<file path="config.mk">
export PLATFORM = sky130hd
export DESIGN_NAME = pwpg_regs
export DESIGN_NICKNAME = d
export VERILOG_FILES = /design/src/rtl/pwpg_pkg.sv /design/src/rtl/pwpg_regs.sv
export SDC_FILE = /design/constraint.sdc
export NUM_CORES = 1
export LEC_CHECK = 0
export ABC_AREA = 0
export BUFFER_PORTS_ARGS = -buffer_cell sky130_fd_sc_hd__buf_2
export CAP_MARGIN = 20
export CORE_AREA = 8 8 166 168
export DETAILED_ROUTE_END_ITERATION = 16
export DIE_AREA = 0 0 174 176
export PLACE_DENSITY_LB_ADDON = 0.05
export SLEW_MARGIN = 20
export SYNTH_ARGS = -nofsm -noshare
export SYNTH_HDL_FRONTEND = slang
export SYNTH_SLANG_ARGS = --single-unit
</file>
<file path="constraint.sdc">
create_clock -name clk -period 1.49 [get_ports clk]
set_input_delay 0.0745 -clock clk [delete_from_list [all_inputs] [get_ports clk]]
set_output_delay 0.0745 -clock clk [all_outputs]
set_load 0.01 [all_outputs]
</file>
<file path="src/rtl/pwpg_pkg.sv">
// Package of the plane-wave phase grid core: widths, pipeline depths, register and quadrant
// codes, the CORDIC arctangent table and the structs passed between modules. Depends on nothing.
package pwpg_pkg;

    localparam int ADDR_W       = 5;
    localparam int DATA_W       = 32;
    localparam int PHASE_W      = 32;
    localparam int OFFSET_W     = 10;
    localparam int OUT_W        = 18;
    localparam int CORDIC_W     = 27;
    localparam int CORDIC_ITERS = 24;
    localparam int PHASE_STAGES = 4;
    localparam int POST_STAGES  = 2;
    localparam int PIPE_LATENCY = PHASE_STAGES + CORDIC_ITERS + POST_STAGES;

    // Start vector of the rotation: full scale times the inverse CORDIC gain, times 2^8.
    localparam logic signed [CORDIC_W-1:0] X_INIT = 27'sd20375872;

    // Largest magnitude that a result may take; the code below it is never produced.
    localparam logic signed [OUT_W:0] OUT_LIMIT   = 19'sd131071;
    localparam logic [OUT_W-1:0]      OUT_ILLEGAL = 18'h20000;

    // atan(2^-i) as a fraction of one turn, scaled by 2^32.
    localparam logic signed [PHASE_W-1:0] ATAN_TABLE [CORDIC_ITERS] = '{
        32'sd536870912, 32'sd316933406, 32'sd167458907, 32'sd85004756,
        32'sd42667331,  32'sd21354465,  32'sd10679838,  32'sd5340245,
        32'sd2670163,   32'sd1335087,   32'sd667544,    32'sd333772,
        32'sd166886,    32'sd83443,     32'sd41722,     32'sd20861,
        32'sd10430,     32'sd5215,      32'sd2608,      32'sd1304,
        32'sd652,       32'sd326,       32'sd163,       32'sd81
    };

    // Register indexes in address order; the spare one has no register behind it.
    typedef enum logic [2:0] {
        REG_STEP_X       = 3'd0,
        REG_STEP_Y       = 3'd1,
        REG_STEP_Z       = 3'd2,
        REG_ORIGIN_PHASE = 3'd3,
        REG_START_X      = 3'd4,
        REG_START_Y      = 3'd5,
        REG_START_Z      = 3'd6,
        REG_SPARE        = 3'd7
    } reg_idx_t;

    // Quarter turn that the CORDIC vector is rotated by at the output.
    typedef enum logic [1:0] {
        QUAD_0   = 2'd0,
        QUAD_90  = 2'd1,
        QUAD_180 = 2'd2,
        QUAD_270 = 2'd3
    } quad_t;

    typedef struct packed {
        logic [PHASE_W-1:0]  step_x;
        logic [PHASE_W-1:0]  step_y;
        logic [PHASE_W-1:0]  step_z;
        logic [PHASE_W-1:0]  origin_phase;
        logic [OFFSET_W-1:0] start_x;
        logic [OFFSET_W-1:0] start_y;
        logic [OFFSET_W-1:0] start_z;
    } cfg_t;

    typedef struct packed {
        logic signed [CORDIC_W-1:0] x;
        logic signed [CORDIC_W-1:0] y;
        logic signed [PHASE_W-1:0]  z;
        logic [1:0]                 quad;
    } cordic_t;

endpackage

</file>
<file path="src/rtl/pwpg_regs.sv">
// APB-style configuration register file of the plane-wave phase grid core.
// Depends on pwpg_pkg for the register widths, the register codes and the cfg_t struct.
module pwpg_regs
(
    input  logic                          clk,
    input  logic                          rst_n,
    input  logic                          psel,
    input  logic                          penable,
    input  logic                          pwrite,
    input  logic [pwpg_pkg::ADDR_W-1:0]   paddr,
    input  logic [pwpg_pkg::DATA_W-1:0]   pwdata,
    output logic [pwpg_pkg::DATA_W-1:0]   prdata,
    output logic                          pready,
    output pwpg_pkg::cfg_t                cfg
);
    import pwpg_pkg::*;

    cfg_t       cfg_reg;
    cfg_t       cfg_next;
    logic [2:0] reg_sel;
    logic       write_en;

    assign reg_sel  = paddr[ADDR_W-1:2];
    assign write_en = psel && penable && pwrite;
    assign pready   = 1'b1;
    assign cfg      = cfg_reg;

    always_comb
    begin
        cfg_next = cfg_reg;
        if (write_en)
        begin
            unique case (reg_sel)
                REG_STEP_X:       cfg_next.step_x       = pwdata;
                REG_STEP_Y:       cfg_next.step_y       = pwdata;
                REG_STEP_Z:       cfg_next.step_z       = pwdata;
                REG_ORIGIN_PHASE: cfg_next.origin_phase = pwdata;
                REG_START_X:      cfg_next.start_x      = pwdata[OFFSET_W-1:0];
                REG_START_Y:      cfg_next.start_y      = pwdata[OFFSET_W-1:0];
                REG_START_Z:      cfg_next.start_z      = pwdata[OFFSET_W-1:0];
                default:          cfg_next              = cfg_reg;
            endcase
        end
    end

    always_comb
    begin
        unique case (reg_sel)
            REG_STEP_X:       prdata = cfg_reg.step_x;
            REG_STEP_Y:       prdata = cfg_reg.step_y;
            REG_STEP_Z:       prdata = cfg_reg.step_z;
            REG_ORIGIN_PHASE: prdata = cfg_reg.origin_phase;
            REG_START_X:      prdata = DATA_W'(cfg_reg.start_x);
            REG_START_Y:      prdata = DATA_W'(cfg_reg.start_y);
            REG_START_Z:      prdata = DATA_W'(cfg_reg.start_z);
            default:          prdata = '0;
        endcase
    end

    always_ff @(posedge clk or negedge rst_n)
    begin
        if (!rst_n)
        begin
            cfg_reg <= '0;
        end
        else
        begin
            cfg_reg <= cfg_next;
        end
    end

endmodule

</file>
-- Yosys cells after proc, flatten, opt, wreduce, memory -nomap -nowiden
Index checks and enable logic that the tools add are counted.
W data, S select, Z words.
- flip-flop bits (word level): 158
- word-level logic and storage cells: 24
- reductions and logical operators: 10
- mux-type cells: 1
- equality and inequality tests: 6
- operators with widths (kind ; number):
    $pmux W32 S7 ; 1
    $reduce_and A2 Y1 ; 7
    $eq A3 B3 Y1 const B ; 3
    $eq A3 B2 Y1 const B ; 2
    $eq A3 B1 Y1 const B ; 1
    $logic_not A3 Y1 ; 1
    $logic_and A1 B1 Y1 ; 2

-- Depth between registers and ports, before layout
- word-level depth: 3
- gate-level depth with buffers: 6
- depth with buffers taken out: 3

-- Worst setup path before layout
No wires, ideal clock.
- path type: input-to-reg
- start point: input port paddr[2] (netlist bit)
- end point: register cfg_reg (netlist bit cfg[127])
- data arrival time: 1202 ps
- setup time: 125 ps
- required time: 1365 ps
- slack: 163 ps
- stages on the path: 6
- buffers on the path: 3
- cell sequence: buf_6 or2_1 buf_2 nor2_4 buf_6 mux2_2
- cells in the longest elaborated chain, start to end: 2
- ends and longest elaborated chain (item ; line ; RTL):
    start: declaration ; pwpg_regs.sv:10 ; input logic [pwpg_pkg::ADDR_W-1:0] paddr,
    $logic_not A3 Y1 ; pwpg_regs.sv:33 ; unique case (reg_sel)
    $reduce_and A2 Y1 (no source line) ; n/a ;
    end signal: assignment ; pwpg_regs.sv:68 ; cfg_reg <= cfg_next;
    end: declaration ; pwpg_regs.sv:18 ; cfg_t cfg_reg;
Every way passes these cells.
A chain may end at the register's enable or synchronous reset.

-- Worst setup path in the final report
- start point: register cfg_reg (netlist bit cfg[108])
- end point: output port prdata[14] (netlist bit)
- cells in the longest elaborated chain, start to end: 1
- ends and longest elaborated chain (item ; line ; RTL):
    $pmux W32 S7 ; pwpg_regs.sv:48 ; unique case (reg_sel)
    end: declaration ; pwpg_regs.sv:12 ; output logic [pwpg_pkg::DATA_W-1:0] prdata,
Every way passes these cells.

==> flow_metrics.tcl <==
set metrics [dict create \
    critPathLaunch "cfg[108]" \
    cp.required_ns 1.42 \
    clock.fmax_mhz 609.8 \
    cts-buffers-inserted 17 \
    synth_cell_types 29 \
    crit_type "reg -> out" \
    avgSynthCellArea_um2 15.12 \
    die_width_um 174 \
    cpPeakStageDelay_ns 0.46 \
    grt_pass1_vias 6313 \
    critPathMaxFanout 3 \
    grt_usage_pct 16.26 \
    p_per_area_nw_per_um2 1338 \
    wl_met1_mm 11.16 \
    ctsLongestPathBuffers 2 \
    critical-path-top-delay-family "multiplexers" \
    reg2reg_from "cfg[96]" \
    path_clk_slew_ns 0.07 \
    clk_latency_ns 0.42 \
    first_pass_iters 4 \
    path_cells "mux4_2 -> nor2b_4 -> buf_6" \
    grt_antenna_before_repair 0 \
    tns_ns -3.504 \
    finalPower_mw 14.96 \
    drt_wl_total_mm 24.83 \
    worst_path_max_delay_cell "mux4_2" \
    multi_input_area_um2 3390 \
    worst_pin_slew_ns 0.5571 \
    cts_tree "built" \
    syn_area_um2 7317 \
    setup_slack_ns -0.1499 \
    ys_seq_area_share_pct 54.04 \
    portBuffers 229 \
    rsz0062_at_grt "yes" \
    synth_area_leader_cell "dfrtp_1" \
    critical_path.startpoint_type "flip-flop" \
    cp_num_buf_inv 1 \
    drv_slew 0 \
    fin_area_um2 11190 \
    largest_reg_flops 158 \
    netlist_top_cells_area "dfrtp_1 54%, mux2_2 25%, mux4_2 6.8%" \
    gp_congestion 0.7611 \
    maxUsedRoutingLayer "met4" \
    seqCellArea_um2 3954 \
    hold_viol 0 \
    layout-drive-gt1-share_pct 70.89 \
    crit_arrival_ns 1.57 \
    netlist_instances 484 \
    initial_utilization_pct 29.48 \
    drc 0 \
    syn_nets 526 \
    area_growth_syn_to_layout_pct 52.87 \
    route.met2.wl_mm 12.24 \
    drt_iter0_drc 178 \
    clock_skew_ns 0 \
    maxCapViolations 0 \
    yosys_warnings 0 \
    cts-root-buf "clkbuf_16" \
    reg2reg_to "cfg[96]" \
    synth_top_area_share_pct 54.04 \
    num_rows 58 \
    r2r_slack_ns 0.47 \
    vdd.ir_drop.worst_uv 534.0 \
    status "finished, violations left" \
    overflow 0 \
    io_pins 233 \
    violations "setup timing" \
    worstSetupEndpointType "output pin" \
    fin_nets 914 \
    htreeDepth 4 \
    dpl-instance-area_um2 9203 \
    n_fill_cell 2392 \
    cp_num_cells 3 \
    min_period_over_period_pct 110.1 \
    min_period_ns 1.640 \
    die-area_um2 30620 \
    grt_max_degree 44 \
    hold_class "in -> async" \
    post_drt_wl_per_cell_um 20.47 \
    detail-route-antenna-nets 0 \
    grt_pass1_wl_mm 38.35 \
    via_count 5682 \
    die_h_um 176 \
    diodes 0 \
    cts.sinks 158 \
    maxSlewHeadroom_pct 62.69 \
    dp_hpwl_mm 17.26 \
    vias_per_cell 4.684 \
    setup-violations-final 30 \
    ff2ff_path_depth 3 \
    met3WireLength_mm 1.158 \
    leakage_nw 5.500 \
    core-area_um2 24820 \
    synth-seq-cells 158 \
]
==> logic make-up after synthesis <==
logic type | synth area share, %
buffers and inverters | 2.702
AOI/OAI and AO/OA | 2.907
other | 0.05125
and+or+nand+nor | 6.207
muxes | 34.10
DFF | 54.04
==> how the worst max path moves through the flow <==
stage	to
final	prdata[14]
after global routing	prdata[9]
after CTS	prdata[9]
after detailed placement	prdata[6]
after global placement	prdata[9]
after floorplan	cfg[127]
==> cells in the final DEF, fill, tap and decap left out, types with 13 or more instances in the layout <==
cell type	n
buf_12	15
clkbuf_16	17
buf_4	126
mux4_2	22
buf_6	14
dfrtp_1	158
buf_2	214
nor2b_4	13
nor2b_1	15
dlygate4sd3_1	33
mux2_2	157
==> timing repair <==
action,in CTS,in global routing
endpoints found under the hold margin,230,0
setup endpoints to repair,32,32
buffers inserted,75,23
gates resized for setup,44,26
hold buffers,33,0
pin swaps,12,3
==> final cells by class <==
| type | count | share of cell area, % |
|---|---|---|
| clock buffers | 18 | 3.926 |
| clock inverters | 12 | 1.655 |
| multi-input cells | 293 | 30.30 |
| flip-flops and latches | 158 | 35.35 |
| well taps | 330 | 3.691 |
| repair buffers | 402 | 25.08 |
==> routing by layer <==
layer,up-vias,global-route usage [%]
met3,20,3.739
li1,2563,-
met5,-,0
met2,154,27.41
met1,2945,20.68
met4,0,4.560
==> stage by stage <==
stage	util [%]	std cells	setup slack, ns	hold slack [ns]
after floorplan	-	484	0.1632	-0.2211
after global placement	37.08	1052	-0.1720	0.05216
after detailed placement	37.08	1052	-0.1161	0.05267
after CTS	43.87	1190	-0.1776	0.1661
after global routing	45.07	1213	-0.2685	0.1871
final	45.07	1213	-0.1499	0.1605
==> cells in the mapped netlist <==
| cell | number |
|---|---|
| dfrtp_1 | 158 |
| a21oi_1 | 4 |
| nor4bb_1 | 6 |
| a22oi_1 | 6 |
| mux2i_1 | 4 |
| nor3b_1 | 4 |
| nand4b_1 | 4 |
| conb_1 | 1 |
| nor2_1 | 1 |
| o221a_2 | 4 |
| buf_2 | 17 |
| clkbuf_1 | 5 |
| a221oi_1 | 6 |
| nand2_1 | 5 |
| buf_6 | 4 |
| nor2b_1 | 29 |
| and2_1 | 1 |
| nor2_4 | 4 |
| or2_1 | 1 |
| nand2b_1 | 2 |
| nand4b_4 | 1 |
| buf_1 | 1 |
| buf_4 | 6 |
| o21ai_0 | 10 |
| mux2_2 | 165 |
| nand4_2 | 1 |
| nor2_2 | 3 |
| mux2_1 | 9 |
| mux4_2 | 22 |
==> where the power goes <==
group          switching [mW]  internal [mW]
Sequential              0.553           5.13
Combinational            1.98           2.63
Clock                    1.82           2.85
Total                    4.35           10.6
==> worst reg2reg max path, stage by stage (launching register included) <==
cell     delay, ns
dfrtp_1       0.38
buf_4         0.13
buf_4         0.13
mux2_1        0.27
(Power assumes the default switching activity.)
