## src/rtl/pwpg_pkg.sv

```systemverilog
// Package of the plane-wave phase grid core: widths, pipeline depths, register and quadrant
// codes, the CORDIC arctangent table and the structs passed between modules. Depends on nothing.
package pwpg_pkg;

    localparam int ADDR_W       = 5;
    localparam int DATA_W       = 32;
    localparam int PHASE_W      = 32;
    localparam int OFFSET_W     = 10;
    localparam int OUT_W        = 18;
    localparam int CORDIC_W     = 27;
    localparam int CORDIC_ITERS = 24;
    localparam int PHASE_STAGES = 4;
    localparam int POST_STAGES  = 2;
    localparam int PIPE_LATENCY = PHASE_STAGES + CORDIC_ITERS + POST_STAGES;

    // Start vector of the rotation: full scale times the inverse CORDIC gain, times 2^8.
    localparam logic signed [CORDIC_W-1:0] X_INIT = 27'sd20375872;

    // Largest magnitude that a result may take; the code below it is never produced.
    localparam logic signed [OUT_W:0] OUT_LIMIT   = 19'sd131071;
    localparam logic [OUT_W-1:0]      OUT_ILLEGAL = 18'h20000;

    // atan(2^-i) as a fraction of one turn, scaled by 2^32.
    localparam logic signed [PHASE_W-1:0] ATAN_TABLE [CORDIC_ITERS] = '{
        32'sd536870912, 32'sd316933406, 32'sd167458907, 32'sd85004756,
        32'sd42667331,  32'sd21354465,  32'sd10679838,  32'sd5340245,
        32'sd2670163,   32'sd1335087,   32'sd667544,    32'sd333772,
        32'sd166886,    32'sd83443,     32'sd41722,     32'sd20861,
        32'sd10430,     32'sd5215,      32'sd2608,      32'sd1304,
        32'sd652,       32'sd326,       32'sd163,       32'sd81
    };

    // Register indexes in address order; the spare one has no register behind it.
    typedef enum logic [2:0] {
        REG_STEP_X       = 3'd0,
        REG_STEP_Y       = 3'd1,
        REG_STEP_Z       = 3'd2,
        REG_ORIGIN_PHASE = 3'd3,
        REG_START_X      = 3'd4,
        REG_START_Y      = 3'd5,
        REG_START_Z      = 3'd6,
        REG_SPARE        = 3'd7
    } reg_idx_t;

    // Quarter turn that the CORDIC vector is rotated by at the output.
    typedef enum logic [1:0] {
        QUAD_0   = 2'd0,
        QUAD_90  = 2'd1,
        QUAD_180 = 2'd2,
        QUAD_270 = 2'd3
    } quad_t;

    typedef struct packed {
        logic [PHASE_W-1:0]  step_x;
        logic [PHASE_W-1:0]  step_y;
        logic [PHASE_W-1:0]  step_z;
        logic [PHASE_W-1:0]  origin_phase;
        logic [OFFSET_W-1:0] start_x;
        logic [OFFSET_W-1:0] start_y;
        logic [OFFSET_W-1:0] start_z;
    } cfg_t;

    typedef struct packed {
        logic signed [CORDIC_W-1:0] x;
        logic signed [CORDIC_W-1:0] y;
        logic signed [PHASE_W-1:0]  z;
        logic [1:0]                 quad;
    } cordic_t;

endpackage

```

## src/rtl/pwpg_phase.sv

```systemverilog
// Phase front end: global indices, per-axis products, phase sum and quadrant split.
// Depends on pwpg_pkg for widths and the cfg_t struct.
module pwpg_phase
#(
    parameter int INDEX_BITS = 10
)
(
    input  logic                                clk,
    input  logic                                rst_n,
    input  pwpg_pkg::cfg_t                      cfg,
    input  logic                                in_valid,
    input  logic [pwpg_pkg::OFFSET_W-1:0]       offset_x,
    input  logic [pwpg_pkg::OFFSET_W-1:0]       offset_y,
    input  logic [pwpg_pkg::OFFSET_W-1:0]       offset_z,
    output logic                                out_valid,
    output logic signed [pwpg_pkg::PHASE_W-1:0] out_z,
    output logic [1:0]                          out_quad
);
    import pwpg_pkg::*;

    // Only the low INDEX_BITS bits of start and offset count; the fields are 10 bits wide.
    localparam int IDX_USE = (INDEX_BITS < OFFSET_W) ? INDEX_BITS : OFFSET_W;
    localparam int IDX_W   = IDX_USE + 1;
    localparam int PROD_W  = PHASE_W + IDX_W;
    localparam logic [PHASE_W-1:0] QUAD_BIAS = 32'h2000_0000;

    logic [PHASE_STAGES-1:0] valid_reg;

    logic [IDX_W-1:0]   idx_x_reg, idx_y_reg, idx_z_reg;
    logic [IDX_W-1:0]   idx_x_next, idx_y_next, idx_z_next;
    logic [PROD_W-1:0]  prod_x_full, prod_y_full, prod_z_full;
    logic [PHASE_W-1:0] prod_x_reg, prod_y_reg, prod_z_reg;
    logic [PHASE_W-1:0] phase_reg, phase_next;
    logic [PHASE_W-1:0] phase_biased;
    logic [1:0]         quad_reg, quad_next;
    logic [PHASE_W-1:0] z_reg, z_next;

    assign idx_x_next = IDX_W'(cfg.start_x[IDX_USE-1:0]) + IDX_W'(offset_x[IDX_USE-1:0]);
    assign idx_y_next = IDX_W'(cfg.start_y[IDX_USE-1:0]) + IDX_W'(offset_y[IDX_USE-1:0]);
    assign idx_z_next = IDX_W'(cfg.start_z[IDX_USE-1:0]) + IDX_W'(offset_z[IDX_USE-1:0]);

    // Only the low 32 bits of each product matter, since the phase wraps at one turn.
    assign prod_x_full = cfg.step_x * idx_x_reg;
    assign prod_y_full = cfg.step_y * idx_y_reg;
    assign prod_z_full = cfg.step_z * idx_z_reg;

    assign phase_next   = prod_x_reg + prod_y_reg + prod_z_reg - cfg.origin_phase;
    assign phase_biased = phase_reg + QUAD_BIAS;
    assign quad_next    = phase_biased[PHASE_W-1:PHASE_W-2];
    assign z_next       = phase_reg - {quad_next, {(PHASE_W-2){1'b0}}};

    always_ff @(posedge clk or negedge rst_n)
    begin
        if (!rst_n)
        begin
            valid_reg <= '0;
        end
        else
        begin
            valid_reg <= {valid_reg[PHASE_STAGES-2:0], in_valid};
        end
    end

    always_ff @(posedge clk)
    begin
        idx_x_reg  <= idx_x_next;
        idx_y_reg  <= idx_y_next;
        idx_z_reg  <= idx_z_next;
        prod_x_reg <= prod_x_full[PHASE_W-1:0];
        prod_y_reg <= prod_y_full[PHASE_W-1:0];
        prod_z_reg <= prod_z_full[PHASE_W-1:0];
        phase_reg  <= phase_next;
        quad_reg   <= quad_next;
        z_reg      <= z_next;
    end

    assign out_valid = valid_reg[PHASE_STAGES-1];
    assign out_z     = $signed(z_reg);
    assign out_quad  = quad_reg;

endmodule

```

## config.mk

```make
export PLATFORM = sky130hd
export DESIGN_NAME = pwpg_phase
export DESIGN_NICKNAME = d
export VERILOG_FILES = /design/src/rtl/pwpg_pkg.sv /design/src/rtl/pwpg_phase.sv
export SDC_FILE = /design/constraint.sdc
export NUM_CORES = 2
export LEC_CHECK = 0
export ABC_AREA = 1
export BUFFER_PORTS_ARGS = -buffer_cell sky130_fd_sc_hd__buf_4
export CAP_MARGIN = 10
export CORE_UTILIZATION = 55
export DETAILED_ROUTE_END_ITERATION = 10
export PLACE_DENSITY = 0.82
export SYNTH_ARGS = -nofsm -noshare
export SYNTH_HDL_FRONTEND = slang
export SYNTH_SLANG_ARGS = --single-unit
```

## constraint.sdc

```tcl
create_clock -name clk -period 11.3 [get_ports clk]
set_clock_uncertainty 0.1 [all_clocks]
set_input_delay 1.13 -clock clk [delete_from_list [all_inputs] [get_ports clk]]
set_output_delay 1.13 -clock clk [all_outputs]
set_load 0.03 [all_outputs]
```

Yosys cells after proc, flatten, opt, wreduce, memory -nomap -nowiden --
Cells that the tools add are included.
Word-level totals: RAM bits 0, output and inout bits 35, latch bits 0, bits in read-only memories 0, memories 0, flip-flop bits (word level) 199, word-level logic and storage cells 21
Cells by class: mux-type cells 0, reduce and logical (&&, ||, !) cells 0, equal/unequal tests 0, magnitude comparators 0, multiply operators 3, div/mod/pow operators 0, $add $sub $neg 8, bitwise logic cells 0, shifts and indexed selects 0
Operator list (count):
- $mul A32 B11 Y32 | 3
- $add A32 B32 Y32 | 2
- $sub A32 B32 Y32 | 2
- $add A10 B10 Y11 | 3
- $add A32 B30 Y32 const B | 1

Depth between registers and ports, before layout --
depth after elaboration 3, depth in mapped cells 27

Worst setup path after synthesis --
Ideal clock, no wire load.
kind in2reg, start in cfg[132] in the netlist's numbering, end reg prod_x_reg[20], slack 5.834 ns, arrival 5.254 ns, setup time 0.112 ns, data required time 11.088 ns, cell stages on the path 21, cell sequence clkbuf_1 -> nand2_1 -> fa_1 -> inv_1 -> fa_1 -> fa_1 -> fa_1 -> inv_1 -> fa_1 -> inv_1 -> ha_1 -> a21oi_1 -> o21ai_0 -> nand2_1 -> nand2_1 -> inv_1 -> o21ai_1 -> a21oi_1 -> inv_1 -> nand2_1 -> nand2_1
Between the ends: word-level cells in the longest chain between the ends 1
Ends and longest elaborated chain:
- from (decl) | line pwpg_phase.sv:10 | input pwpg_pkg::cfg_t cfg,
- $mul A32 B11 Y32 | line pwpg_phase.sv:43 | assign prod_x_full = cfg.step_x * idx_x_reg;
- named net prod_x_full[20] | line pwpg_phase.sv:31 | logic [PROD_W-1:0] prod_x_full, prod_y_full, prod_z_full;
- to (signal assigned) | line pwpg_phase.sv:69 | prod_x_reg <= prod_x_full[PHASE_W-1:0];
- to (decl) | line pwpg_phase.sv:32 | logic [PHASE_W-1:0] prod_x_reg, prod_y_reg, prod_z_reg;
The timed path passes the listed nets, and every way through them passes these cells.

Final worst setup path --
start reg idx_z_reg[5], end reg prod_z_reg[31]
Between the ends: word-level cells in the longest chain between the ends 1
Ends and longest elaborated chain:
- from (decl) | line pwpg_phase.sv:29 | logic [IDX_W-1:0] idx_x_reg, idx_y_reg, idx_z_reg;
- from (signal assigned) | line pwpg_phase.sv:68 | idx_z_reg <= idx_z_next;
- $mul A32 B11 Y32 | line pwpg_phase.sv:45 | assign prod_z_full = cfg.step_z * idx_z_reg;
- named net prod_z_full[31] | line pwpg_phase.sv:31
- to (signal assigned) | line pwpg_phase.sv:71 | prod_z_reg <= prod_z_full[PHASE_W-1:0];
- to (decl) | line pwpg_phase.sv:32
The timed path passes the listed nets, and every way through them passes these cells.

==> reports/qor.yml <==
run_status:
  status: "completed"
setup_path:
  reg2reg_slack_ps: 5490
  cp-end-kind: "flop"
  cpMostUsedCell: "nand2_1"
  cp_slowest_cell: "dfxtp_1"
  critical-path-top-delay-family: "adder cells"
  critical_path_arrival_ps: 6100
  worstSetupPathType: "reg2reg"
  crit_required_ps: 11590
  r2r-end: "prod_z_reg[31]"
  startpoint_type: "flop"
  ff2ff_path_depth: 20
  cp_max_fo: 27
  critPathBufInv: 5
  max_stage_delay_ps: 1050
  crit_path_start: "idx_z_reg[5]"
  path_cells: "nand2_1 -> fa_1 -> inv_1 -> fa_1 -> fa_1 -> fa_1 -> inv_1 -> fa_1 -> inv_1 -> ha_1 -> nand2_1 -> nand2_1 -> a31oi_1 -> nand3_2 -> nand2_1 -> inv_1 -> nor2_1 -> inv_1 -> nand2_1 -> nand2_1"
  r2r_start: "idx_z_reg[5]"
global_route:
  grt_max_degree: 34
  grtUsageTotal: 0.285
  grt_pass1_vias: 30729
  grt_pass1_wl_um: 151000
  antenna_found_initial: 12
  grt_overflow_total: 0
synth:
  yosysWarnings: 0
  muxShareOfSynthArea: 0
  synth-main-ff-cell: "dfxtp_1"
  synth-edff-count: 0
  synth_adder_area_share: 0.476
  synth-seq-cells: 199
  synthSimpleGateAreaFrac: 0.190
  synth_compound_area_frac: 0.0528
  yosysTopAreaCell: "fa_1"
  synth_top_family_by_area: "adder cells"
  ys_types: 49
  syn_inst: 4591
  synth_top_area_frac: 0.403
  ys_async_sr_fraction: 0.0201
  synthXorXnorAreaFrac: 0.0317
  yosysSeqAreaShare: 0.112
  syn-cell-area_mm2: 0.0359
  avgSynthCellArea_um2: 7.82
  ys_top_cells_by_area: "fa_1, nand2_1, inv_1, dfxtp_1, ha_1"
  syn-num-nets: 5714
cts:
  cts_resized: 0
  cts_setup_buffers: 0
  clkTransAtPathRegs_ps: 90
  cts_tree: "yes"
  clkLatencyLatePin_ps: 480
  clkSinkCount: 199
  cts-root-buf: "clkbuf_16"
  cts_hold_buffers: 0
  clock_path_buffers: 2
  cts-htree-levels: 4
  cts_buffers: 17
detailed_routing:
  first_iter_violations: 2207
  vias: 29225
  drt_wl_total_um: 89700
  drc: 0
  wl_per_cell_um: 16.1
  final_antenna_net_count: 0
  via_per_inst: 5.25
  drt-pass1-iter-count: 6
timing:
  relSlewSlack: 0.154
  final_hold_viol_count: 0
  fmax_ghz: 0.172
  setup_tns_ps: 0
  finalSetupViolCount: 0
  drv_slew: 0
  rsz0062_at_grt: "no"
  fin_crit_sh: 0.514
  worst_pin_slew_ps: 1270
  min_period_ps: 5810
finish:
  fill_cells: 5612
  design_area_mm2: 0.0388
  final_cell_mix: "nand2_1, inv_1, fa_1, buf_4, ha_1"
  final_cell_count_no_fill: 5562
  syn_to_final_growth_pct: 8.07
  final_common_cell: "nand2_1"
  nNetsFinal: 5805
  drive_gt1_frac: 0.0688
worst_hold_path:
  hold_start: "phase_reg[5]"
  min_delay_worst_endpoint: "out_z[5]"
  hold_class: "reg2reg"
  holdPathStages: 0
die:
  coreArea_mm2: 0.0645
  ios: 226
  initial_core_util: 0.557
  die_h_um: 257
  rows: 93
  die_x_um: 257
  die_area_mm2: 0.0663
placed_design:
  place_congestion: 0.962
  hpwl_um: 75400
  io_buffers: 225
  dpl_cell_area_mm2: 0.0381
  placed_cells: 5518
run:
  cap_violations: 0
[cells by family (layout without fill, tap and decap cells)]
group	Yosys count	after routing
and+or+nand+nor	1690	1690
buffers and inverters	1312	1416
adders and majority gates	932	932
AOI/OAI and AO/OA	328	328
DFF	199	199
xor gates and xnor gates	130	130
other	0	12
[metal layers]
layer  up-vias  routed length [um]  GRT usage  part of all wire
met2      1243               42600      0.465              0.47
li1      13531                   -          -                 -
met1     14218               37000      0.377              0.41
met5         -                   0          0                 0
met4         0                3680      0.131             0.041
met3       233                6420     0.0374             0.072
[cell usage after synthesis (6+ instances only)]
cell      instances
nor2_1          150
nor2_2            8
dfxtp_1         195
xnor2_1          37
o21bai_1         23
o21ai_1          19
nor3_1           19
a21oi_1         152
nand2_2          12
nand3_1         115
nand3_2           7
o21ai_0          64
a31oi_1           8
nand3b_1          8
a21o_1           21
nand4_1          30
xor2_1           93
fa_1            722
a21boi_0         12
buf_2            22
buf_1            10
nor4_1            6
ha_1            210
nand2_1        1316
o211ai_1          6
clkbuf_1        135
inv_1          1138
[layout make-up]
class / count / area, um2 / area share
repair buffers: 241 / 1810 / 0.0466
clock buffers: 19 / 464 / 0.0120
well taps: 855 / 1070 / 0.0276
diodes: 12 / 30.0 / 0.000774
flip-flops and latches: 199 / 4000 / 0.103
clock inverters: 13 / 191 / 0.00494
multi-input cells: 3080 / 26900 / 0.694
inverters: 1143 / 4290 / 0.111
[worst register-to-register path: stages, from the launching register on]
cell and delay [ps]:
dfxtp_1 1050, nand2_1 200, fa_1 590, inv_1 60
fa_1 550, fa_1 430, fa_1 500, inv_1 50
fa_1 480, inv_1 40, ha_1 360, nand2_1 90
nand2_1 70, a31oi_1 360, nand3_2 220, nand2_1 120
inv_1 40, nor2_1 240, inv_1 70, nand2_1 70
nand2_1 40
[worst max-delay path by stage]
stage	endpoint	cells after the start
2_1_floorplan	prod_x_reg[20]	21
3_3_place_gp	prod_y_reg[29]	21
3_5_place_dp	prod_z_reg[31]	21
4_1_cts	prod_z_reg[31]	20
5_1_grt	prod_z_reg[31]	20
6_report	prod_z_reg[31]	20
[per-stage QoR]
stage | setup slack (ps) | utilization | hold WS [ps]
3_3_place_gp | 5370 | 0.591 | 210
4_1_cts | 5530 | 0.601 | 227
2_1_floorplan | 5830 | - | 210
3_5_place_dp | 5370 | 0.591 | 212
5_1_grt | 5150 | 0.602 | 233
6_report | 5490 | 0.602 | 226
Power is not shown: default switching activity piles up to over one toggle a cycle in this logic, so the estimate is an artifact.
