$ cat src/rtl/pwpg_pkg.sv
// Package of the plane-wave phase grid core: widths, pipeline depths, register and quadrant
// codes, the CORDIC arctangent table and the structs passed between modules. Depends on nothing.
package pwpg_pkg;

    localparam int ADDR_W       = 5;
    localparam int DATA_W       = 32;
    localparam int PHASE_W      = 32;
    localparam int OFFSET_W     = 10;
    localparam int OUT_W        = 18;
    localparam int CORDIC_W     = 27;
    localparam int CORDIC_ITERS = 24;
    localparam int PHASE_STAGES = 4;
    localparam int POST_STAGES  = 2;
    localparam int PIPE_LATENCY = PHASE_STAGES + CORDIC_ITERS + POST_STAGES;

    // Start vector of the rotation: full scale times the inverse CORDIC gain, times 2^8.
    localparam logic signed [CORDIC_W-1:0] X_INIT = 27'sd20375872;

    // Largest magnitude that a result may take; the code below it is never produced.
    localparam logic signed [OUT_W:0] OUT_LIMIT   = 19'sd131071;
    localparam logic [OUT_W-1:0]      OUT_ILLEGAL = 18'h20000;

    // atan(2^-i) as a fraction of one turn, scaled by 2^32.
    localparam logic signed [PHASE_W-1:0] ATAN_TABLE [CORDIC_ITERS] = '{
        32'sd536870912, 32'sd316933406, 32'sd167458907, 32'sd85004756,
        32'sd42667331,  32'sd21354465,  32'sd10679838,  32'sd5340245,
        32'sd2670163,   32'sd1335087,   32'sd667544,    32'sd333772,
        32'sd166886,    32'sd83443,     32'sd41722,     32'sd20861,
        32'sd10430,     32'sd5215,      32'sd2608,      32'sd1304,
        32'sd652,       32'sd326,       32'sd163,       32'sd81
    };

    // Register indexes in address order; the spare one has no register behind it.
    typedef enum logic [2:0] {
        REG_STEP_X       = 3'd0,
        REG_STEP_Y       = 3'd1,
        REG_STEP_Z       = 3'd2,
        REG_ORIGIN_PHASE = 3'd3,
        REG_START_X      = 3'd4,
        REG_START_Y      = 3'd5,
        REG_START_Z      = 3'd6,
        REG_SPARE        = 3'd7
    } reg_idx_t;

    // Quarter turn that the CORDIC vector is rotated by at the output.
    typedef enum logic [1:0] {
        QUAD_0   = 2'd0,
        QUAD_90  = 2'd1,
        QUAD_180 = 2'd2,
        QUAD_270 = 2'd3
    } quad_t;

    typedef struct packed {
        logic [PHASE_W-1:0]  step_x;
        logic [PHASE_W-1:0]  step_y;
        logic [PHASE_W-1:0]  step_z;
        logic [PHASE_W-1:0]  origin_phase;
        logic [OFFSET_W-1:0] start_x;
        logic [OFFSET_W-1:0] start_y;
        logic [OFFSET_W-1:0] start_z;
    } cfg_t;

    typedef struct packed {
        logic signed [CORDIC_W-1:0] x;
        logic signed [CORDIC_W-1:0] y;
        logic signed [PHASE_W-1:0]  z;
        logic [1:0]                 quad;
    } cordic_t;

endpackage

$ cat src/rtl/pwpg_post.sv
// Back end: rounding and clamping of the CORDIC vector, then quadrant rotation.
// Depends on pwpg_pkg for widths, the output limit, the quadrant codes and cordic_t.
module pwpg_post
(
    input  logic                              clk,
    input  logic                              rst_n,
    input  logic                              in_valid,
    input  pwpg_pkg::cordic_t                 in_data,
    output logic                              out_valid,
    output logic signed [pwpg_pkg::OUT_W-1:0] out_cos,
    output logic signed [pwpg_pkg::OUT_W-1:0] out_sin
);
    import pwpg_pkg::*;

    localparam logic signed [CORDIC_W-1:0] ROUND_HALF = 27'sd128;

    logic [POST_STAGES-1:0] valid_reg;

    logic signed [CORDIC_W-1:0] x_rnd, y_rnd;
    logic signed [OUT_W:0]      c_wide, s_wide;
    logic signed [OUT_W-1:0]    c_reg, c_next, s_reg, s_next;
    logic [1:0]                 quad_reg;
    logic signed [OUT_W-1:0]    cos_reg, cos_next, sin_reg, sin_next;

    // Adding half an LSB and dropping eight bits rounds to nearest.
    assign x_rnd  = in_data.x + ROUND_HALF;
    assign y_rnd  = in_data.y + ROUND_HALF;
    assign c_wide = x_rnd[CORDIC_W-1:8];
    assign s_wide = y_rnd[CORDIC_W-1:8];

    always_comb
    begin
        if (c_wide > OUT_LIMIT)
            c_next = OUT_LIMIT[OUT_W-1:0];
        else if (c_wide < -OUT_LIMIT)
            c_next = -OUT_LIMIT[OUT_W-1:0];
        else
            c_next = c_wide[OUT_W-1:0];

        if (s_wide > OUT_LIMIT)
            s_next = OUT_LIMIT[OUT_W-1:0];
        else if (s_wide < -OUT_LIMIT)
            s_next = -OUT_LIMIT[OUT_W-1:0];
        else
            s_next = s_wide[OUT_W-1:0];
    end

    always_comb
    begin
        case (quad_reg)
            QUAD_0:
            begin
                cos_next = c_reg;
                sin_next = s_reg;
            end
            QUAD_90:
            begin
                cos_next = -s_reg;
                sin_next = c_reg;
            end
            QUAD_180:
            begin
                cos_next = -c_reg;
                sin_next = -s_reg;
            end
            QUAD_270:
            begin
                cos_next = s_reg;
                sin_next = -c_reg;
            end
            default:
            begin
                cos_next = c_reg;
                sin_next = s_reg;
            end
        endcase
    end

    always_ff @(posedge clk or negedge rst_n)
    begin
        if (!rst_n)
        begin
            valid_reg <= '0;
        end
        else
        begin
            valid_reg <= {valid_reg[POST_STAGES-2:0], in_valid};
        end
    end

    always_ff @(posedge clk)
    begin
        c_reg    <= c_next;
        s_reg    <= s_next;
        quad_reg <= in_data.quad;
        cos_reg  <= cos_next;
        sin_reg  <= sin_next;
    end

    assign out_valid = valid_reg[POST_STAGES-1];
    assign out_cos   = cos_reg;
    assign out_sin   = sin_reg;

endmodule

$ cat config.mk
export PLATFORM = sky130hd
export DESIGN_NAME = pwpg_post
export DESIGN_NICKNAME = d
export VERILOG_FILES = /design/src/rtl/pwpg_pkg.sv /design/src/rtl/pwpg_post.sv
export SDC_FILE = /design/constraint.sdc
export NUM_CORES = 1
export LEC_CHECK = 0
export BUFFER_PORTS_ARGS = -buffer_cell sky130_fd_sc_hd__clkbuf_2
export CORE_ASPECT_RATIO = 0.8
export CORE_MARGIN = 4
export CORE_UTILIZATION = 55
export CTS_BUF_LIST = sky130_fd_sc_hd__clkbuf_4
export DETAILED_ROUTE_END_ITERATION = 7
export GPL_TIMING_DRIVEN = 0
export MAX_ROUTING_LAYER = met4
export PLACE_DENSITY = 0.83
export SLEW_MARGIN = 20
export SYNTH_ARGS = -nofsm -noshare
export SYNTH_HDL_FRONTEND = slang
export SYNTH_SLANG_ARGS = --single-unit
$ cat constraint.sdc
create_clock -name clk -period 2.7 [get_ports clk]
set_clock_uncertainty 0.1 [all_clocks]
set_input_delay 0.54 -clock clk [delete_from_list [all_inputs] [get_ports clk]]
set_output_delay 0.54 -clock clk [all_outputs]
set_load 0.03 [all_outputs]
[After elaboration in Yosys (flattened, before gate mapping)]
Cells that the tools add are included.
Storage, ports and cells
  memory bits (writable): 0
  memories: 0
  bits in read-only memories: 0
  bits in registers: 76
  output and inout port bits: 37
  latch bits: 0
  logic and storage cells: 26
Cells by class
  shift-type cells: 0
  reductions and logical operators: 3
  bitwise logic cells: 0
  order comparisons: 4
  div/mod/pow operators: 0
  equality and inequality tests: 3
  mux-type cells: 4
  multipliers: 0
  add/sub/neg operators: 4
Operators with widths (count)
  18-bit case mux with 4 select lines: 2
  27-bit by 9-bit adder with 27-bit output (second input constant): 2
  19-bit by 18-bit greater-than comparator with 1-bit output (second input constant): 2
  19-bit by 18-bit < comparator with 1-bit output (second input constant): 2
  18-bit two-way mux: 2
  18-bit negation: 2
  2-bit == test (second input constant): 2
  2-bit OR reduction: 2
  2-bit by 1-bit == test with 1-bit output (second input constant): 1
  2-bit zero test: 1

[Logic depth before layout (Yosys ltp)]
Gate-level depths: netlist (run 1).
  depth in word-level cells: 3
  gate-level depth with buffers: 8
  gate-level depth less buffers: 8

[Worst setup path before layout (run 1)]
No wires, ideal clock.
  path kind: input port to flip-flop
  start point: input port in_data[43] (netlist name)
  end point: register s_reg[10]
  data arrival time: 2.460 ns
  slack: 0.008 ns
  stages on the path: 7
  path through: clkbuf_1 -> nand4_1 -> nor3_1 -> o21bai_1 -> a31oi_1 -> clkbuf_1 -> a21oi_1
On the way
  word-level cells in the longest chain between the ends: 3
  elaborated cells between the ends (all ways): 4
  classes of those cells: 1 x add/sub; 2 x order compare; 1 x mux
Ends and longest elaborated chain
  from (decl): line pwpg_post.sv:8  | input pwpg_pkg::cordic_t in_data,
  27-bit by 9-bit adder with 27-bit output (*): line pwpg_post.sv:27  | assign y_rnd = in_data.y + ROUND_HALF;
  19-bit by 18-bit < comparator with 1-bit output: line pwpg_post.sv:42  | else if (s_wide < -OUT_LIMIT)
  18-bit two-way mux: line pwpg_post.sv:42
  to (signal assigned): line pwpg_post.sv:94  | s_reg <= s_next;
  to (decl): line pwpg_post.sv:21  | logic signed [OUT_W-1:0] c_reg, c_next, s_reg, s_next;
Every way passes the cells marked *; elsewhere a longest branch is shown, timed or not.
A chain may end at the register's enable or synchronous reset.

[Worst setup path after layout (run 1)]
  start point: register s_reg[2]
  end point: register cos_reg[11], in the netlist out_cos[11]
On the way
  word-level cells in the longest chain between the ends: 2
Ends and longest elaborated chain
  18-bit negation: line pwpg_post.sv:58  | cos_next = -s_reg;
  18-bit case mux with 4 select lines: line pwpg_post.sv:50  | case (quad_reg)
  named net cos_next[11]: line pwpg_post.sv:23  | logic signed [OUT_W-1:0] cos_reg, cos_next, sin_reg, sin_next;
  to (signal assigned): line pwpg_post.sv:96  | cos_reg <= cos_next;
  to (decl): line pwpg_post.sv:23
The timed path passes the listed nets, and every way through them passes these cells.

==> results of run 1 <==
==> cells by family (layout without fill, tap and decap cells) <==
| logic type | count (synthesis) | in the layout | share of synthesized area, % |
|---|---|---|---|
| buffers and inverters | 49 | 137 | 4.041 |
| flip-flops | 76 | 76 | 32.12 |
| AO/OA/AOI/OAI | 138 | 138 | 18.29 |
| XOR/XNOR | 58 | 58 | 10.65 |
| adder cells (fa/ha/maj) | 5 | 5 | 1.260 |
| multiplexers | 23 | 23 | 8.370 |
| AND/OR/NAND/NOR | 236 | 236 | 25.27 |
==> timing repair <==
| item | in CTS | in global routing |
|---|---|---|
| pin swaps | 0 | 0 |
| hold endpoints to repair | 2 | 0 |
| setup endpoints to repair | 24 | 36 |
| hold buffers | 1 | 0 |
| resized for setup | 7 | 16 |
| buffers inserted | 0 | 0 |
==> worst min path at each step <==
stage          startpoint      endpoint  slack, ps  depth (start not counted)
2_1_floorplan       rst_n  valid_reg[0]        140                          0
3_3_place_gp        rst_n  valid_reg[1]        220                          1
3_5_place_dp        rst_n  valid_reg[1]        230                          1
4_1_cts        in_data[0]   quad_reg[0]         90                          1
5_1_grt        in_data[1]   quad_reg[1]         70                          1
6_report         in_valid  valid_reg[0]        100                          1
==> final cells by class <==
class                           count  area [sq um]
Buffer                             40         161.4
Sequential cell                    76          1533
Clock buffer                       10         75.07
Timing Repair Buffer               73         370.4
Inverter                            8         30.03
Multi-Input combinational cell    460          3123
Tap cell                          112         140.1
Clock inverter                      6         66.31
Fill cell                         721          2984
==> through the flow <==
step,cell area (sq um),cells
2_1_floorplan,4768,585
3_3_place_gp,5269,769
3_5_place_dp,5269,769
4_1_cts,5446,786
5_1_grt,5499,785
6_report,5499,785
==> worst register-to-register path: stages, from the launching register on <==
cell	delay (ps)
dfxtp_2	340
buf_6	120
or4_4	580
or4_4	500
nor4_4	180
xnor2_1	110
mux4_2	470
o31a_1	130
==> cell usage after synthesis, types with 4 or more instances <==
cell / n / area, sq um
clkbuf_1: 33 / 123.9
xnor2_1: 34 / 297.8
a21oi_1: 55 / 275.3
nor2b_1: 5 / 31.28
nor3b_1: 6 / 45.04
or2_2: 6 / 37.54
nor2_1: 47 / 176.4
o21bai_1: 4 / 30.03
buf_1: 6 / 22.52
dfxtp_1: 74 / 1481
o21ai_0: 22 / 110.1
nand4_1: 16 / 100.1
a31oi_1: 6 / 37.54
and3_1: 10 / 62.56
ha_1: 4 / 50.05
nand2b_1: 4 / 25.02
o21a_1: 5 / 37.54
or3_1: 11 / 68.82
inv_1: 8 / 30.03
xor2_1: 24 / 210.2
nor4_1: 8 / 50.05
mux4_2: 13 / 292.8
nand3_1: 24 / 120.1
nand2_1: 59 / 221.5
mux2i_1: 5 / 50.05
mux2_2: 5 / 56.30
and4_1: 4 / 35.03
nor3_1: 22 / 110.1
a211oi_1: 8 / 60.06
o31ai_1: 5 / 37.54
and2_1: 5 / 31.28
o31a_1: 5 / 43.79
==> where the power goes <==
| part | internal [mW] | switching, mW |
|---|---|---|
| clock network | 0.294 | 0.396 |
| logic | 0.285 | 0.500 |
| registers | 1.25 | 0.0901 |
==> routing by layer <==
layer  wire (um)  track usage, %  vias up
met5           0               -        -
met4         337           8.408        0
met3        1354           5.596       32
met2        6326           40.97      252
met1        6572           41.34     2341
li1            -               -     2311
==> cell usage in the layout (no fill, tap or decap), types with 6 or more instances in the layout <==
cell type  count
a21oi_1       55
nand2_1       59
clkbuf_2      74
nor4_1         6
and3_1        10
a31oi_1        6
mux4_2        13
dfxtp_1       73
nand3_1       23
o21ai_0       22
inv_1          8
xor2_1        23
or2_2          6
or3_1         11
xnor2_1       33
clkbuf_4      10
clkbuf_1      31
nor3_1        19
nand4_1       16
a211oi_1       8
nor2_1        46
==> flow_summary.yaml, run 1 <==
run_status:
  outcome: "completed"
logic_synthesis:
  ys.warnings.count: 0
  yosysSeqAreaShare_pct: 32.12
  syn_area_per_cell_sq_um: 8.151
  async_flop_share_pct: 2.632
  synth_edf_count: 0
  synthFlopType: "dfxtp_1"
  synth_seq_cells: 76
  synth.distinct_cells: 59
  syn-cell-area_sq_mm: 0.004768
  synth_nets: 680
  postSynthCellCount: 585
flow_run:
  drv_cap: 0
clock_tree:
  cts_sinks: 76
  cts_root_buf: "clkbuf_4"
  clk_latency_ps: 440
  ctsHtreeMaxLevel: 3
  cts_max_path_buffers: 2
  cts_buffers: 9
  clk_pin_slew_worst_paths_ps: 130
  cts_tree: "yes"
worst_setup_path:
  cp-start-kind: "flip-flop"
  slowest_stage: "or4_4"
  crit_top_cell: "or4_4"
  cp_num_cells: 7
  end_kind: "flip-flop"
  path_class: "flip-flop to flip-flop"
  crit_path_max_fanout: 6
  path_delay_family: "simple AND/OR/NAND/NOR gates"
  cp.required_ps: 2930
  endpoint: "out_cos[11]"
  cp-startpoint: "s_reg[2]"
  cp_slowest_stage_delay_ps: 580
  path_buf_inv: 1
  r2r_end: "out_cos[11]"
  r2r_start: "s_reg[2]"
  path_cells: "buf_6 > or4_4 > or4_4 > nor4_4 > xnor2_1 > mux4_2 > o31a_1"
  worst-r2r-cell-count: 7
  ff2ff_setup_slack_ps: 70
  cp_data_arrival_time_ps: 2860
final_layout:
  synthToLayoutAreaGrowth_pct: 15.32
  drive_gt1_share_pct: 19.76
  finalNetCount: 763
  finish.utilization_pct: 64.82
  n_antenna_cell: 0
global_route:
  grt_usage_pct: 28.72
  overflow: 0
  grt_pass1_vias: 4513
  grt_max_degree: 15
  grt_pass1_wl_mm: 22.89
  antenna_found_initial: 0
floorplan:
  die_area_sq_mm: 0.01023
  core.rowCount: 30
  start_util_pct: 56.21
  core_area_sq_mm: 0.008483
  die_w_um: 112.1
  die_h_um: 91.28
  ios: 128
timing:
  tightest_slew_ps: 686.3
  slew_headroom_pct: 54.25
  setup_viol: 0
  fin_crit_sh_pct: 97.45
  drv_slew: 0
  fmaxAchievable_mhz: 380.1
  holdWs_ps: 97.92
  final-hold-violation-count: 0
  period_needed_ps: 2631
  rsz0062_at_grt: "no"
  fin_tns_setup_ps: 0
  setup_ws_ps: 68.79
placed_design:
  dp_hpwl_mm: 11.37
  place_ws_ps: -636.4
  place_congestion: 0.9791
  port_buffers: 72
route:
  wl_per_cell_um: 18.59
  drt_iter0_markers: 534
  dr_total_vias: 4936
  drc_errors: 0
  viasPerCell: 6.288
  drt.antenna.violating_nets: 0
  first_pass_iters: 5
  drt_wl_total_mm: 14.59
power:
  powerDensity_mw_per_mm2: 511.3
  vdd_drop_max_mv: 0.4564
  p_leak_nw: 2.102
  fin_total_pwr_mw: 2.812
min_path:
  worstHoldPathType: "input port to flip-flop"
Note: power is estimated with default switching activity, not from simulation.
==> run 2, diff against run 1 <==
- REMOVE_ABC_BUFFERS: unset -> 1
==> run 2 against run 1 <==
Final cell count down 3.7%. Global-route usage down 4.1 points. Core utilization down 1.2 points. Maximum frequency up 0.78%. Critical path depth up 1. First-iteration DRC count down 57%. Via count down 6.8%. Count of clock-buffer cells in the layout down 1. Sequential power about the same. Die area unchanged. Non-clock buffer count down 30. Combinational power down 9.0%. Largest cell class unchanged. Largest power group unchanged.
==> flow_summary.yaml, run 2 (synthesis gave the netlist of run 1 again) <==
run_status:
  outcome: "completed"
route:
  drt.antenna.violating_nets: 0
  viasPerCell: 6.083
  drt_wl_total_mm: 12.46
  wl_per_cell_um: 16.49
  drc_errors: 0
  first_pass_iters: 7
  drt_iter0_markers: 230
  dr_total_vias: 4599
final_layout:
  final_cell_mix: "81 x clkbuf_2, 72 x dfxtp_1, 59 x nand2_1"
  stdcell_area_sq_mm: 0.005399
  fillers: 754
  finalNonFillerCells: 756
  synthToLayoutAreaGrowth_pct: 13.22
  drive_gt1_share_pct: 21.74
  mostFrequentLayoutCell: "clkbuf_2"
  multi_input_area_sq_mm: 0.003089
  finish.utilization_pct: 63.64
  n_antenna_cell: 0
  seqCellArea_sq_mm: 0.001536
  finalNetCount: 734
clock_tree:
  clk_pin_slew_worst_paths_ps: 120
  cts_max_path_buffers: 2
  cts_setup_buffers: 0
  cts_buffers: 9
  cts_sinks: 76
  cts_root_buf: "clkbuf_4"
  clk_latency_ps: 450
  cts_tree: "yes"
  ctsHtreeMaxLevel: 3
global_route:
  grt_max_degree: 77
  overflow: 0
  grt_pass1_wl_mm: 20.05
  antenna_found_initial: 0
  grt_pass1_vias: 4072
  grt_usage_pct: 24.63
placed_design:
  dp_hpwl_mm: 9.303
  port_buffers: 81
  place_congestion: 0.9272
  dpl_cell_area_sq_mm: 0.005176
  place_inst: 738
  place_ws_ps: -750.1
timing:
  setup_viol: 0
  final-hold-violation-count: 0
  fin_crit_sh_pct: 96.70
  drv_slew: 0
  setup_ws_ps: 89.13
  rsz0062_at_grt: "no"
  tightest_slew_ps: 1036
  fin_tns_setup_ps: 0
  slew_headroom_pct: 30.47
  holdWs_ps: 97.68
  period_needed_ps: 2611
  fmaxAchievable_mhz: 383.0
worst_setup_path:
  cp.required_ps: 2920
  path_class: "input port to flip-flop"
  path_delay_family: "compound AO/OA/AOI/OAI gates"
  crit_path_max_fanout: 9
  crit_top_cell: "nand4_1"
  slowest_stage: "o311ai_0"
  cp_slowest_stage_delay_ps: 720
  cp-start-kind: "input port"
  path_buf_inv: 1
  cp_data_arrival_time_ps: 2830
  path_cells: "clkbuf_2 > ha_1 > nand4_1 > nor3b_1 > o311ai_0 > a22oi_1 > nand4_1 > a21oi_1"
  end_kind: "flip-flop"
power:
  p_leak_nw: 2.047
  powerDensity_mw_per_mm2: 528.1
  fin_total_pwr_mw: 2.851
  vdd_drop_max_mv: 0.4069
floorplan:
  die_area_sq_mm: 0.01023
  start_util_pct: 56.21
  ios: 128
  die_w_um: 112.1
  die_h_um: 91.28
  core.rowCount: 30
  core_area_sq_mm: 0.008483
flow_run:
  drv_cap: 0
min_path:
  worstHoldPathType: "input port to flip-flop"
[run 2: worst reg2reg max path: cells and delay by family (launching register included)]
kind / cells / cell delay [ps]
muxes: 1 / 460
xor gates and xnor gates: 1 / 100
DFF: 1 / 420
AOI/OAI and AO/OA: 1 / 140
and+or+nand+nor: 3 / 1260
[run 2: path summary, 6_finish.rpt]
check	start	end	slack, ps	depth (start not counted)
setup / recovery	in_data[68]	c_reg[0]	90	8
hold / removal	in_data[0]	quad_reg[0]	100	1
setup reg to reg	s_reg[2]	out_sin[11]	100	6
hold reg to reg	valid_reg[0]	valid_reg[1]	260	0
max in group asynchronous	rst_n	valid_reg[0]	2100	2
min in group asynchronous	rst_n	valid_reg[1]	300	2
[run 2: power breakdown]
group          switching (mW)  total (mW)  internal [mW]
clock network           0.398       0.769          0.371
logic                   0.437       0.714          0.278
registers               0.121        1.37           1.25
[run 2: area by class of cell]
type / instances / area share (%)
clock buffer: 9 / 1.251
inverter: 8 / 0.6257
timing repair inverter: 1 / 0.09270
multi-input combinational: 460 / 57.22
sequential: 76 / 28.46
clock inverter: 7 / 1.692
tap: 112 / 2.596
timing repair buffer: 83 / 8.065
[run 2: layer usage]
layer	wire length [um]	GRT usage, %	vias to the layer above	share of wire (%)
li1	-	-	2253	-
met4	132	5.305	0	1.1
met1	6014	35.88	2199	48
met3	824	5.996	16	6.6
met5	0	-	-	0
met2	5492	34.72	131	44
[run 2: repair_timing]
action,in CTS,in global routing
hold buffers,1,0
endpoints found under the setup margin,17,40
gates cloned,0,1
gates resized for setup,2,8
endpoints found under the hold margin,2,0
